$ cat config.mk
export PLATFORM = sky130hd
export DESIGN_NAME = circular_double_ended_queue_flat
export DESIGN_NICKNAME = d
export VERILOG_FILES = /design/src/hdl/cdq_pkg.sv /design/src/hdl/cdq_req_if.sv /design/src/hdl/cdq_rsp_if.sv /design/src/hdl/cdq_mem.sv /design/src/hdl/cdq_ctrl.sv /design/src/hdl/circular_double_ended_queue.sv /design/src/flat_wrapper.sv
export VERILOG_INCLUDE_DIRS = /design/src /design/src/hdl
export SDC_FILE = /design/constraint.sdc
export NUM_CORES = 1
export LEC_CHECK = 0
export BUFFER_PORTS_ARGS = -buffer_cell sky130_fd_sc_hd__clkbuf_2
export CORE_MARGIN = 2
export CORE_UTILIZATION = 65
export DETAILED_ROUTE_END_ITERATION = 7
export PLACE_DENSITY = 0.9
export SLEW_MARGIN = 20
export SYNTH_ARGS = -nofsm -noshare
export SYNTH_HDL_FRONTEND = slang
export SYNTH_SLANG_ARGS = --single-unit
$ cat constraint.sdc
create_clock -name clk -period 6.94 [get_ports clk]
set_clock_uncertainty 0.1 [all_clocks]
set_input_delay 1.388 -clock clk [delete_from_list [all_inputs] [get_ports clk]]
set_output_delay 1.388 -clock clk [all_outputs]
set_load 0.1 [all_outputs]
$ cat src/hdl/circular_double_ended_queue_assert.svh
// assertion macros used by the deque controller
`ifndef CIRCULAR_DOUBLE_ENDED_QUEUE_ASSERT_SVH
`define CIRCULAR_DOUBLE_ENDED_QUEUE_ASSERT_SVH

// same-cycle implication, sampled on clk, off during reset
`define CDQ_ASSERT_IMPL(label, ante, cons, msg) \
    label: assert property (@(posedge clk) disable iff (!rst_n) (ante) |-> (cons)) \
        else $error(msg);

// next-cycle implication, sampled on clk, off during reset
`define CDQ_ASSERT_NEXT(label, ante, cons, msg) \
    label: assert property (@(posedge clk) disable iff (!rst_n) (ante) |=> (cons)) \
        else $error(msg);

`endif

$ cat src/hdl/cdq_pkg.sv
// types and constants of the circular deque
package cdq_pkg;

    localparam int DEPTH_DEFAULT = 8;
    localparam int DATA_W        = 32;
    localparam int OP_W          = 2;
    localparam int STATUS_W      = 2;
    localparam int OCC_W         = 4;

    typedef enum logic [OP_W-1:0] {
        OP_PUSH_FRONT = 2'd0,
        OP_PUSH_REAR  = 2'd1,
        OP_POP_FRONT  = 2'd2,
        OP_POP_REAR   = 2'd3
    } op_t;

    typedef enum logic [STATUS_W-1:0] {
        ST_OK        = 2'd0,
        ST_OVERFLOW  = 2'd1,
        ST_UNDERFLOW = 2'd2
    } status_t;

    // memory port command from the controller
    typedef struct packed {
        logic we;
        logic re;
    } mem_cmd_t;

    // result stage contents handed to the top level
    typedef struct packed {
        logic             valid;
        status_t          status;
        logic             pop_ok;
        logic [OCC_W-1:0] occupancy;
    } rsp_ctl_t;

endpackage

$ cat src/hdl/cdq_req_if.sv
// request channel: operation and value
interface cdq_req_if;
    import cdq_pkg::*;

    logic                     valid;
    logic                     ready;
    logic [OP_W-1:0]          operation;
    logic signed [DATA_W-1:0] value;

    modport source (output valid, output operation, output value, input ready);
    modport sink (input valid, input operation, input value, output ready);
endinterface

$ cat src/hdl/cdq_rsp_if.sv
// response channel: status, popped value and occupancy
interface cdq_rsp_if;
    import cdq_pkg::*;

    logic                     valid;
    logic                     ready;
    logic [STATUS_W-1:0]      status;
    logic signed [DATA_W-1:0] popped_value;
    logic [OCC_W-1:0]         occupancy;

    modport source (output valid, output status, output popped_value, output occupancy,
                    input ready);
    modport sink (input valid, input status, input popped_value, input occupancy,
                  output ready);
endinterface

$ cat src/hdl/cdq_mem.sv
// slot storage: single-port synchronous ram with a registered read
module cdq_mem #(
    parameter int DEPTH = cdq_pkg::DEPTH_DEFAULT,
    parameter int AW    = $clog2(DEPTH)
) (
    input  logic                          clk,
    input  cdq_pkg::mem_cmd_t             cmd,
    input  logic [AW-1:0]                 addr,
    input  logic [cdq_pkg::DATA_W-1:0]    wdata,
    output logic [cdq_pkg::DATA_W-1:0]    rdata
);
    import cdq_pkg::*;

    logic [DATA_W-1:0] mem [DEPTH];
    logic [DATA_W-1:0] rdata_reg;

    always_ff @(posedge clk)
    begin
        if (cmd.we)
        begin
            mem[addr] <= wdata;
        end
        // read data holds until the next read
        if (cmd.re)
        begin
            rdata_reg <= mem[addr];
        end
    end

    assign rdata = rdata_reg;
endmodule

$ cat src/hdl/cdq_ctrl.sv
// deque pointers, occupancy, operation decode and result stage
module cdq_ctrl #(
    parameter int DEPTH = cdq_pkg::DEPTH_DEFAULT,
    parameter int AW    = $clog2(DEPTH)
) (
    input  logic                       clk,
    input  logic                       rst_n,
    input  logic                       req_valid,
    input  logic [cdq_pkg::OP_W-1:0]   req_operation,
    output logic                       req_ready,
    input  logic                       rsp_ready,
    output cdq_pkg::mem_cmd_t          mem_cmd,
    output logic [AW-1:0]              mem_addr,
    output cdq_pkg::rsp_ctl_t          rsp_ctl
);
    import cdq_pkg::*;
    `include "circular_double_ended_queue_assert.svh"

    localparam int CNT_W = ($clog2(DEPTH + 1) > OCC_W) ? $clog2(DEPTH + 1) : OCC_W;
    localparam logic [AW-1:0] LAST_IDX = AW'(DEPTH - 1);

    logic [AW-1:0]    head_reg, head_next;
    logic [AW-1:0]    tail_reg, tail_next;
    logic             empty_reg, empty_next;
    logic [CNT_W-1:0] count_reg, count_next;
    logic             valid_reg;
    status_t          status_reg, status_next;
    logic             pop_ok_reg, pop_ok_next;
    logic [OCC_W-1:0] occ_reg;

    op_t           op;
    logic          accept;
    logic          full;
    logic [AW-1:0] head_inc, head_dec, tail_inc, tail_dec;

    assign op       = op_t'(req_operation);
    assign req_ready = !valid_reg || rsp_ready;
    assign accept   = req_valid && req_ready;

    assign head_inc = (head_reg == LAST_IDX) ? '0 : head_reg + 1'b1;
    assign head_dec = (head_reg == '0) ? LAST_IDX : head_reg - 1'b1;
    assign tail_inc = (tail_reg == LAST_IDX) ? '0 : tail_reg + 1'b1;
    assign tail_dec = (tail_reg == '0) ? LAST_IDX : tail_reg - 1'b1;
    assign full     = !empty_reg && (tail_inc == head_reg);

    always_comb
    begin
        head_next   = head_reg;
        tail_next   = tail_reg;
        empty_next  = empty_reg;
        count_next  = count_reg;
        status_next = ST_OK;
        pop_ok_next = 1'b0;
        mem_cmd     = '0;
        mem_addr    = '0;
        if (accept)
        begin
            case (op)
                OP_PUSH_FRONT, OP_PUSH_REAR:
                begin
                    if (full)
                    begin
                        status_next = ST_OVERFLOW;
                    end
                    else
                    begin
                        mem_cmd.we = 1'b1;
                        count_next = count_reg + 1'b1;
                        if (empty_reg)
                        begin
                            // first entry always lands in slot zero
                            head_next  = '0;
                            tail_next  = '0;
                            empty_next = 1'b0;
                            mem_addr   = '0;
                        end
                        else if (op == OP_PUSH_FRONT)
                        begin
                            head_next = head_dec;
                            mem_addr  = head_dec;
                        end
                        else
                        begin
                            tail_next = tail_inc;
                            mem_addr  = tail_inc;
                        end
                    end
                end
                OP_POP_FRONT, OP_POP_REAR:
                begin
                    if (empty_reg)
                    begin
                        status_next = ST_UNDERFLOW;
                    end
                    else
                    begin
                        mem_cmd.re  = 1'b1;
                        pop_ok_next = 1'b1;
                        mem_addr    = (op == OP_POP_FRONT) ? head_reg : tail_reg;
                        count_next  = count_reg - 1'b1;
                        if (head_reg == tail_reg)
                        begin
                            head_next  = '0;
                            tail_next  = '0;
                            empty_next = 1'b1;
                        end
                        else if (op == OP_POP_FRONT)
                        begin
                            head_next = head_inc;
                        end
                        else
                        begin
                            tail_next = tail_dec;
                        end
                    end
                end
                default:
                begin
                    status_next = ST_OK;
                end
            endcase
        end
    end

    always_ff @(posedge clk or negedge rst_n)
    begin
        if (!rst_n)
        begin
            head_reg  <= '0;
            tail_reg  <= '0;
            empty_reg <= 1'b1;
            count_reg <= '0;
            valid_reg <= 1'b0;
        end
        else
        begin
            head_reg  <= head_next;
            tail_reg  <= tail_next;
            empty_reg <= empty_next;
            count_reg <= count_next;
            if (req_ready)
            begin
                valid_reg <= req_valid;
            end
        end
    end

    always_ff @(posedge clk)
    begin
        if (accept)
        begin
            status_reg <= status_next;
            pop_ok_reg <= pop_ok_next;
            occ_reg    <= count_next[OCC_W-1:0];
        end
    end

    assign rsp_ctl.valid     = valid_reg;
    assign rsp_ctl.status    = status_reg;
    assign rsp_ctl.pop_ok    = pop_ok_reg;
    assign rsp_ctl.occupancy = occ_reg;

    `CDQ_ASSERT_IMPL(a_empty_ptrs, empty_reg,
        (head_reg == '0) && (tail_reg == '0) && (count_reg == '0),
        "empty deque with nonzero pointers or count")
    `CDQ_ASSERT_IMPL(a_count_range, !empty_reg,
        (count_reg != '0) && (count_reg <= CNT_W'(DEPTH)),
        "occupancy out of range while not empty")
    `CDQ_ASSERT_NEXT(a_push_count, accept && mem_cmd.we,
        count_reg == $past(count_reg) + 1'b1, "successful push did not grow occupancy")
    `CDQ_ASSERT_IMPL(a_pop_status, valid_reg && pop_ok_reg, status_reg == ST_OK,
        "popped data with an error status")
endmodule

$ cat src/hdl/circular_double_ended_queue.sv
// top level of the circular double-ended queue
//
//  channel | dir | fields                                 | beat when
//  req     | in  | operation, value                       | req.valid && req.ready
//  rsp     | out | status, popped_value, occupancy        | rsp.valid && rsp.ready
//
// one beat per cycle while rsp.ready keeps up; a response appears the cycle after its request beat,
// popped data coming straight from the ram read register
// pointers update at the request beat, so a pop reads a slot written the cycle before
// req.ready drops only while a response waits and rsp.ready is low
// reset clears pointers, count and response valid and sets the empty flag; slot contents are not cleared
module circular_double_ended_queue #(
    parameter int DEPTH = cdq_pkg::DEPTH_DEFAULT
) (
    input  logic       clk,
    input  logic       rst_n,
    cdq_req_if.sink    req,
    cdq_rsp_if.source  rsp
);
    import cdq_pkg::*;

    localparam int AW = $clog2(DEPTH);

    mem_cmd_t          mem_cmd;
    logic [AW-1:0]     mem_addr;
    logic [DATA_W-1:0] mem_rdata;
    rsp_ctl_t          rsp_ctl;

    cdq_ctrl #(
        .DEPTH (DEPTH),
        .AW    (AW)
    ) u_ctrl (
        .clk           (clk),
        .rst_n         (rst_n),
        .req_valid     (req.valid),
        .req_operation (req.operation),
        .req_ready     (req.ready),
        .rsp_ready     (rsp.ready),
        .mem_cmd       (mem_cmd),
        .mem_addr      (mem_addr),
        .rsp_ctl       (rsp_ctl)
    );

    cdq_mem #(
        .DEPTH (DEPTH),
        .AW    (AW)
    ) u_mem (
        .clk   (clk),
        .cmd   (mem_cmd),
        .addr  (mem_addr),
        .wdata (req.value),
        .rdata (mem_rdata)
    );

    assign rsp.valid        = rsp_ctl.valid;
    assign rsp.status       = rsp_ctl.status;
    assign rsp.popped_value = rsp_ctl.pop_ok ? mem_rdata : '0;
    assign rsp.occupancy    = rsp_ctl.occupancy;
endmodule
$ cat src/flat_wrapper.sv
// flat-port wrapper written by rule: the top's interface ports become plain ports
module circular_double_ended_queue_flat import cdq_pkg::*;
#(
    parameter int DEPTH = cdq_pkg::DEPTH_DEFAULT
)
  (clk, rst_n, req_valid, req_operation, req_value, req_ready, rsp_valid, rsp_status, rsp_popped_value, rsp_occupancy, rsp_ready);
  cdq_req_if req_i ();
  cdq_rsp_if rsp_i ();
  input  logic clk;
  input  logic rst_n;
  input wire logic [$bits(req_i.valid)-1:0] req_valid;
  input wire logic [$bits(req_i.operation)-1:0] req_operation;
  input wire logic [$bits(req_i.value)-1:0] req_value;
  output wire logic [$bits(req_i.ready)-1:0] req_ready;
  output wire logic [$bits(rsp_i.valid)-1:0] rsp_valid;
  output wire logic [$bits(rsp_i.status)-1:0] rsp_status;
  output wire logic [$bits(rsp_i.popped_value)-1:0] rsp_popped_value;
  output wire logic [$bits(rsp_i.occupancy)-1:0] rsp_occupancy;
  input wire logic [$bits(rsp_i.ready)-1:0] rsp_ready;
  assign req_i.valid = req_valid;
  assign req_i.operation = req_operation;
  assign req_i.value = req_value;
  assign req_ready = req_i.ready;
  assign rsp_valid = rsp_i.valid;
  assign rsp_status = rsp_i.status;
  assign rsp_popped_value = rsp_i.popped_value;
  assign rsp_occupancy = rsp_i.occupancy;
  assign rsp_i.ready = rsp_ready;
  circular_double_ended_queue #(.DEPTH(DEPTH)) u_core (.clk(clk), .rst_n(rst_n), .req(req_i), .rsp(rsp_i));
endmodule
# Yosys cells after proc, flatten, opt, wreduce, memory -nomap -nowiden
# Memories as Yosys holds them, arrays and structs flattened. A register that Yosys moved wholly into a read port is not among the register bits.
# Index checks and enable logic that the tools add are counted.
# op_classes
add_sub_neg,6
multipliers,0
div,0
order_cmp,0
n_eq_ne,13
shifts,0
muxes,44
bitwise,0
reduce_logical,13
# ops
op,count
$mux W3,22
$mux W32,1
$pmux W3 S2,3
$mux W4,3
$ne A3 B3 Y1 const B,4
$mux W1,10
$reduce_and A5 Y1,2
$pmux W4 S2,1
$add A3 B1 Y3 const B,2
$eq A3 B3 Y1,2
$eq A3 B3 Y1 const B,2
$logic_not A3 Y1,2
$sub A3 B1 Y3 const B,2
$add A4 B1 Y4 const B,1
$eq A2 B2 Y1 const B,2
$mux W2,2
$ne A2 B2 Y1 const B,2
$pmux W2 S2,1
$reduce_or A2 Y1,2
$sub A4 B1 Y4 const B,1
$eq A2 B1 Y1 const B,1
$logic_and A1 B1 Y1,2
$logic_not A1 Y1,2
$logic_not A2 Y1,1
3 further kinds,3
# totals
reg_bits,19
latch_bits,0
ram_bits,256
romBits,0
word_cells,85
n_memories,1
# mem_list
name,depth,width,read_ports,rd_ports_with_merged_regs,write_ports,line_no,source
u_core.u_mem.mem,8,32,1,1,1,cdq_mem.sv:14,logic [DATA_W-1:0] mem [DEPTH];

# Longest topological paths before layout
# logic_depth
depth_word,9
ltp_mapped,11

# Cells and area by module
# From an unflattened synthesis, not the netlist that was laid out.
# unflattened
cells_unflattened,624
area_unflattened_um2,12453.2
# modules_own_cells
mod,n_inst,cells_each,area_each_um2,seq_area_each_um2
cdq_mem,1,453,10820.4,8648.3
cdq_ctrl,1,136,1377.6,511.7
circular_double_ended_queue,1,35,255.2,0.0

# Worst setup path after synthesis
# Ideal clock, no wire load.
# synth_path
path_type,input-to-reg
startpoint,input rsp_ready
endpoint,"memory u_core.u_mem.mem[6][0], enable pin"
setup_time_ns,0.421
arrival_ns,4.899
path_slack_ns,1.520
cell_stages,7
path_buffers,3
path_cell_list,nand2b_1 > nand2_1 > clkbuf_1 > or4_1 > buf_2 > buf_2 > nor2_1
# synth_between
elab_chain_cells,5
elab_cells_between_ends,6
cone_classes,mux: 4; reduce/logical: 2
# synth_lines
element,line_no,source
from (decl),flat_wrapper.sv:19,input wire logic [$bits(rsp_i.ready)-1:0] rsp_ready;
$logic_or A1 B1 Y1 *,cdq_ctrl.sv:37,assign req_ready = !valid_reg || rsp_ready;
$logic_and A1 B1 Y1 *,cdq_ctrl.sv:38,assign accept = req_valid && req_ready;
$mux W2,cdq_ctrl.sv:56,if (accept)
$mux W1,cdq_mem.sv:19,if (cmd.we)
$mux W1 (not written as such),cdq_mem.sv:21,mem[addr] <= wdata;
to (decl),cdq_mem.sv:14,
# Mark *: on every way between the ends. The rest lies on a longest branch, timed or not.

# Worst setup path after layout
# layout_path
startpoint,register u_core.u_ctrl.tail_reg[0]
endpoint,"register u_core.u_mem.rdata_reg[6] (netlist: u_core.u_mem.rdata[6]), read port of u_core.u_mem.mem, data pin"
# layout_between
elab_chain_cells,7
elab_cells_between_ends,12
cone_classes,add/sub: 1; eq/ne: 2; mux: 8; reduce/logical: 1
# layout_lines
element,line_no,source
from (decl),cdq_ctrl.sv:23,"logic [AW-1:0] tail_reg, tail_next;"
from (signal assigned),cdq_ctrl.sv:138,tail_reg <= tail_next;
$add A3 B1 Y3 / $eq A3 B3 Y1 (equally long branches),cdq_ctrl.sv:42,assign tail_inc = (tail_reg == LAST_IDX) ? '0 : tail_reg + 1'b1;
$mux W3,cdq_ctrl.sv:42,
$eq A3 B3 Y1 / $mux W3 (equally long branches),"cdq_ctrl.sv:44, cdq_ctrl.sv:77",
$logic_and A1 B1 Y1 / $mux W3 (equally long branches),"cdq_ctrl.sv:44, cdq_ctrl.sv:69",
$mux W3,cdq_ctrl.sv:61,if (full)
$pmux W3 S2 *,cdq_ctrl.sv:58,case (op)
$mux W3 *,cdq_ctrl.sv:56,
to (decl),cdq_mem.sv:15,logic [DATA_W-1:0] rdata_reg;
# Marks and branches as above.
# A chain may end at the register's enable or synchronous reset.

==> impl_results.md <==
* Outcome: finished clean
* # DRC at 0
* Max clock buf depth at 3
* Starting Density at 0.658
* Initial detailed-routing violation count at between 400 and 500
* Worst hold path depth at 1
* RSZ-0062 raised after global routing: false
* Reg2Reg Depth at 10
* FF-to-FF setup slack at ~2.5 ns
* Crit path from: u_core.u_ctrl.tail_reg[0]
* Core region area at slightly below 20000 sq um
* Pleak at just over 5 nW
* Synthesized area per cell at between 15 and 20 sq um
* Int Pwr at about 3.6 mW
* Post-synthesis xor/xnor area fraction at 0.00551
* Gate power share at 0.269
* Synth area leader: edfxtp_1
* Met3 Use GR at 0.0377
* Diodes inserted at 0
* Sw Pwr at roughly 1.6 mW
* F_max at 226 MHz
* # H-tree levels at 1
* Clock transition at path regs at ~0.060 ns
* Top Usage Layer GRT: met2
* Inserted Clock Buffers at 29
* Fin. Hold Viols at 0
* Switching share of total power at 0.309
* Root buf cell: clkbuf_16
* First-pass GRT wire length at ~38000 microns
* Final worst-path cycle share at 0.636
* Nets@finish at between 800 and 900
* Clock Latency Late Sink at between 0.5 and 0.6 ns
* CP required at 7.13 ns
* Finished Layout Cells at ~1100
* Die Span Y at around 140 microns
* Critical path endpoint category: register
* Routed WL at approximately 25000 microns
* Slew headroom at 0.374
* Hold Slack at ~0.38 ns
* Reg power frac at 0.441
* Mapped Nets at approximately 770
* Peak VDD IR at roughly 0.00028 V
* Die W at between 100 and 150 microns
* Routability cong. at between 0.8 and 0.9
* Post-synthesis sequential area ratio at 0.720
* R2r startpoint: u_core.u_ctrl.tail_reg[0]
* Antenna Violating Nets Remaining at 0
* Number of global-route vias before repair at between 6000 and 7000
* Crit Path Max Fanout at 54
* Die area at a little over 20000 sq um
* Largest net degree at the start of global routing at 55
* Final setup violation count at 0
* PostCTS Resize Cnt at 0
* Worst-Margin Slew at about 0.94 ns
* Top-area cell type share of the netlist area at 0.696
* Clock sinks at roughly 310
* Power per cell area at 367 nW/um^2
* Routed via count at roughly 6600
* Slew Viols, Final at 0
* Kind of critical path: register to register
* Gr ovfl total at 0
* DP Wirelength at 13600 microns
* Simple-gate share of the synthesized area at 0.0356
* Area delta synth->final at 12.4%
* Largest family of logic cells by synthesized area: multiplexers
* IO buf count at 77
* Post-synthesis cell area at ~13000 sq um
* Synth Register Bits at around 300
* Clock power share at 0.291
* Dpl cells at just over 1000
* Ys async rst share at 0.0391
* Setup TNS at 0 ns
* Share of layout cells above drive strength 1 at 0.213
* Max reg flops at between 200 and 300
* Post-Syn Instances at 718
* Global Route Usage Sum at 0.246
* WL per Instance at ~23 microns
* Synth cell types at 46
* Mux share of post-synthesis cell area at 0.181
* Leading register cell type out of synthesis: edfxtp_1
* # hold bufs at CTS at 0
* Worst min path class: register to register
* Vias/cell at around 6.1
* Synth Area in Compound Gates at 0.0219
* Synth area leaders: edfxtp_1 70%, mux2i_1 15%, mux2_2 2.9%, dfrtp_1 2.2%, and2_1 1.7%
* CP Capture Point: u_core.u_mem.rdata[6]
* Io pins at 78
* Rows at 51
* Worst r2r dst: u_core.u_mem.rdata[6]
* Initial antenna violation count at 0
* DR pass1 iterations at 5
* Synth warn at 0
* Dpl cell area at around 13000 sq um
* GR Util met2 at 0.422
* Met1 GRT Util at 0.326
* Number of synthesized flops with an enable pin at approximately 300
* Final Critical Period at around 4.4 ns
* Adder-cell share of the synthesized area at 0.00983
* CTS tree: built
* Top-count cell post-synth: edfxtp_1
* Critical Path AT at roughly 4.6 ns
* Post-CTS setup buffers at 0
* Cell area after layout at about 14000 sq um
* Post-synth top cells: 295 x edfxtp_1, 193 x mux2i_1, 34 x and2_1
* Setup crit start kind: register
* Max cap viols at 0
[stage by stage]
stage,util,total power [mW],setup WS (ns)
final,0.740,5.24,2.52
after global placement,0.687,3.63,2.36
after detailed placement,0.687,3.70,2.12
after CTS,0.734,5.23,2.55
after global routing,0.740,5.43,2.38
after floorplan,-,3.46,1.52
[cell usage in the layout (no fill, tap or decap), drive strengths merged, types with 2 or more instances in the layout]
master,count
clkinvlp,2
a21oi,11
nand2,8
o21a,2
mux2,33
o21ai,11
a211o,2
nor2b,3
a211oi,3
and3,3
ha,10
nand2b,5
buf,13
mux2i,193
edfxtp,295
xor2,2
a22oi,3
or3,2
and2,34
inv,12
dfrtp,11
clkbuf,111
nor2,14
nand4,2
clkinv,14
nand3,4
bufinv,3
xnor2,6
[power by group through the flow]
| stage | combinational, mW | sequential [mW] | clock (mW) |
|---|---|---|---|
| 3_5_place_dp | 1.36 | 2.35 | 0 |
| 6_report | 1.41 | 2.31 | 1.53 |
| 5_1_grt | 1.50 | 2.32 | 1.60 |
| 4_1_cts | 1.38 | 2.31 | 1.54 |
| 2_1_floorplan | 1.08 | 2.37 | 0 |
| 3_3_place_gp | 1.29 | 2.34 | 0 |
[per-layer routing]
metal | part of all wire | vias to the layer above | wire [microns]
li1 | - | 2948 | -
met1 | 0.40 | 3341 | 10000
met2 | 0.51 | 295 | 13000
met3 | 0.061 | 62 | 1540
met4 | 0.030 | 0 | 762
met5 | 0 | - | 0
[critical path, stage by stage, from the launching register on]
cell     delay (ns)
dfrtp_1        0.47
ha_1           0.24
ha_1           0.25
or3_1          0.38
and4_4         0.19
o41ai_4        0.44
buf_4          0.77
buf_4          0.52
mux2i_1        0.31
mux2i_1        0.13
mux2_2         0.31
[area by class of cell]
type / instances / area, sq um
clock buffer: 34 / 744
sequential: 307 / 9160
fill: 1092 / 5030
tap: 265 / 332
multi-input combinational: 366 / 3290
clock inverter: 19 / 168
inverter: 12 / 45.0
timing repair buffer: 90 / 563
[how the worst min path moves through the flow]
stage | startpoint | endpoint | slack (ns)
finish | u_core.u_ctrl.count_reg[3] | u_core.u_ctrl.count_reg[3] | 0.38
floorplan | u_core.u_ctrl.count_reg[3] | u_core.u_ctrl.count_reg[3] | 0.33
detailed placement | u_core.u_ctrl.count_reg[3] | u_core.u_ctrl.count_reg[3] | 0.37
CTS | u_core.u_ctrl.count_reg[3] | u_core.u_ctrl.count_reg[3] | 0.38
global placement | u_core.u_ctrl.count_reg[3] | u_core.u_ctrl.count_reg[3] | 0.35
global route | u_core.u_ctrl.count_reg[3] | u_core.u_ctrl.count_reg[3] | 0.42
[logic make-up after synthesis]
logic type | count (synthesis)
AOI/OAI and AO/OA | 41
xor gates and xnor gates | 8
adders and majority gates | 10
buffers and inverters | 45
DFF | 307
muxes | 226
and+or+nand+nor | 81
Power figures use the tool's default switching activity.
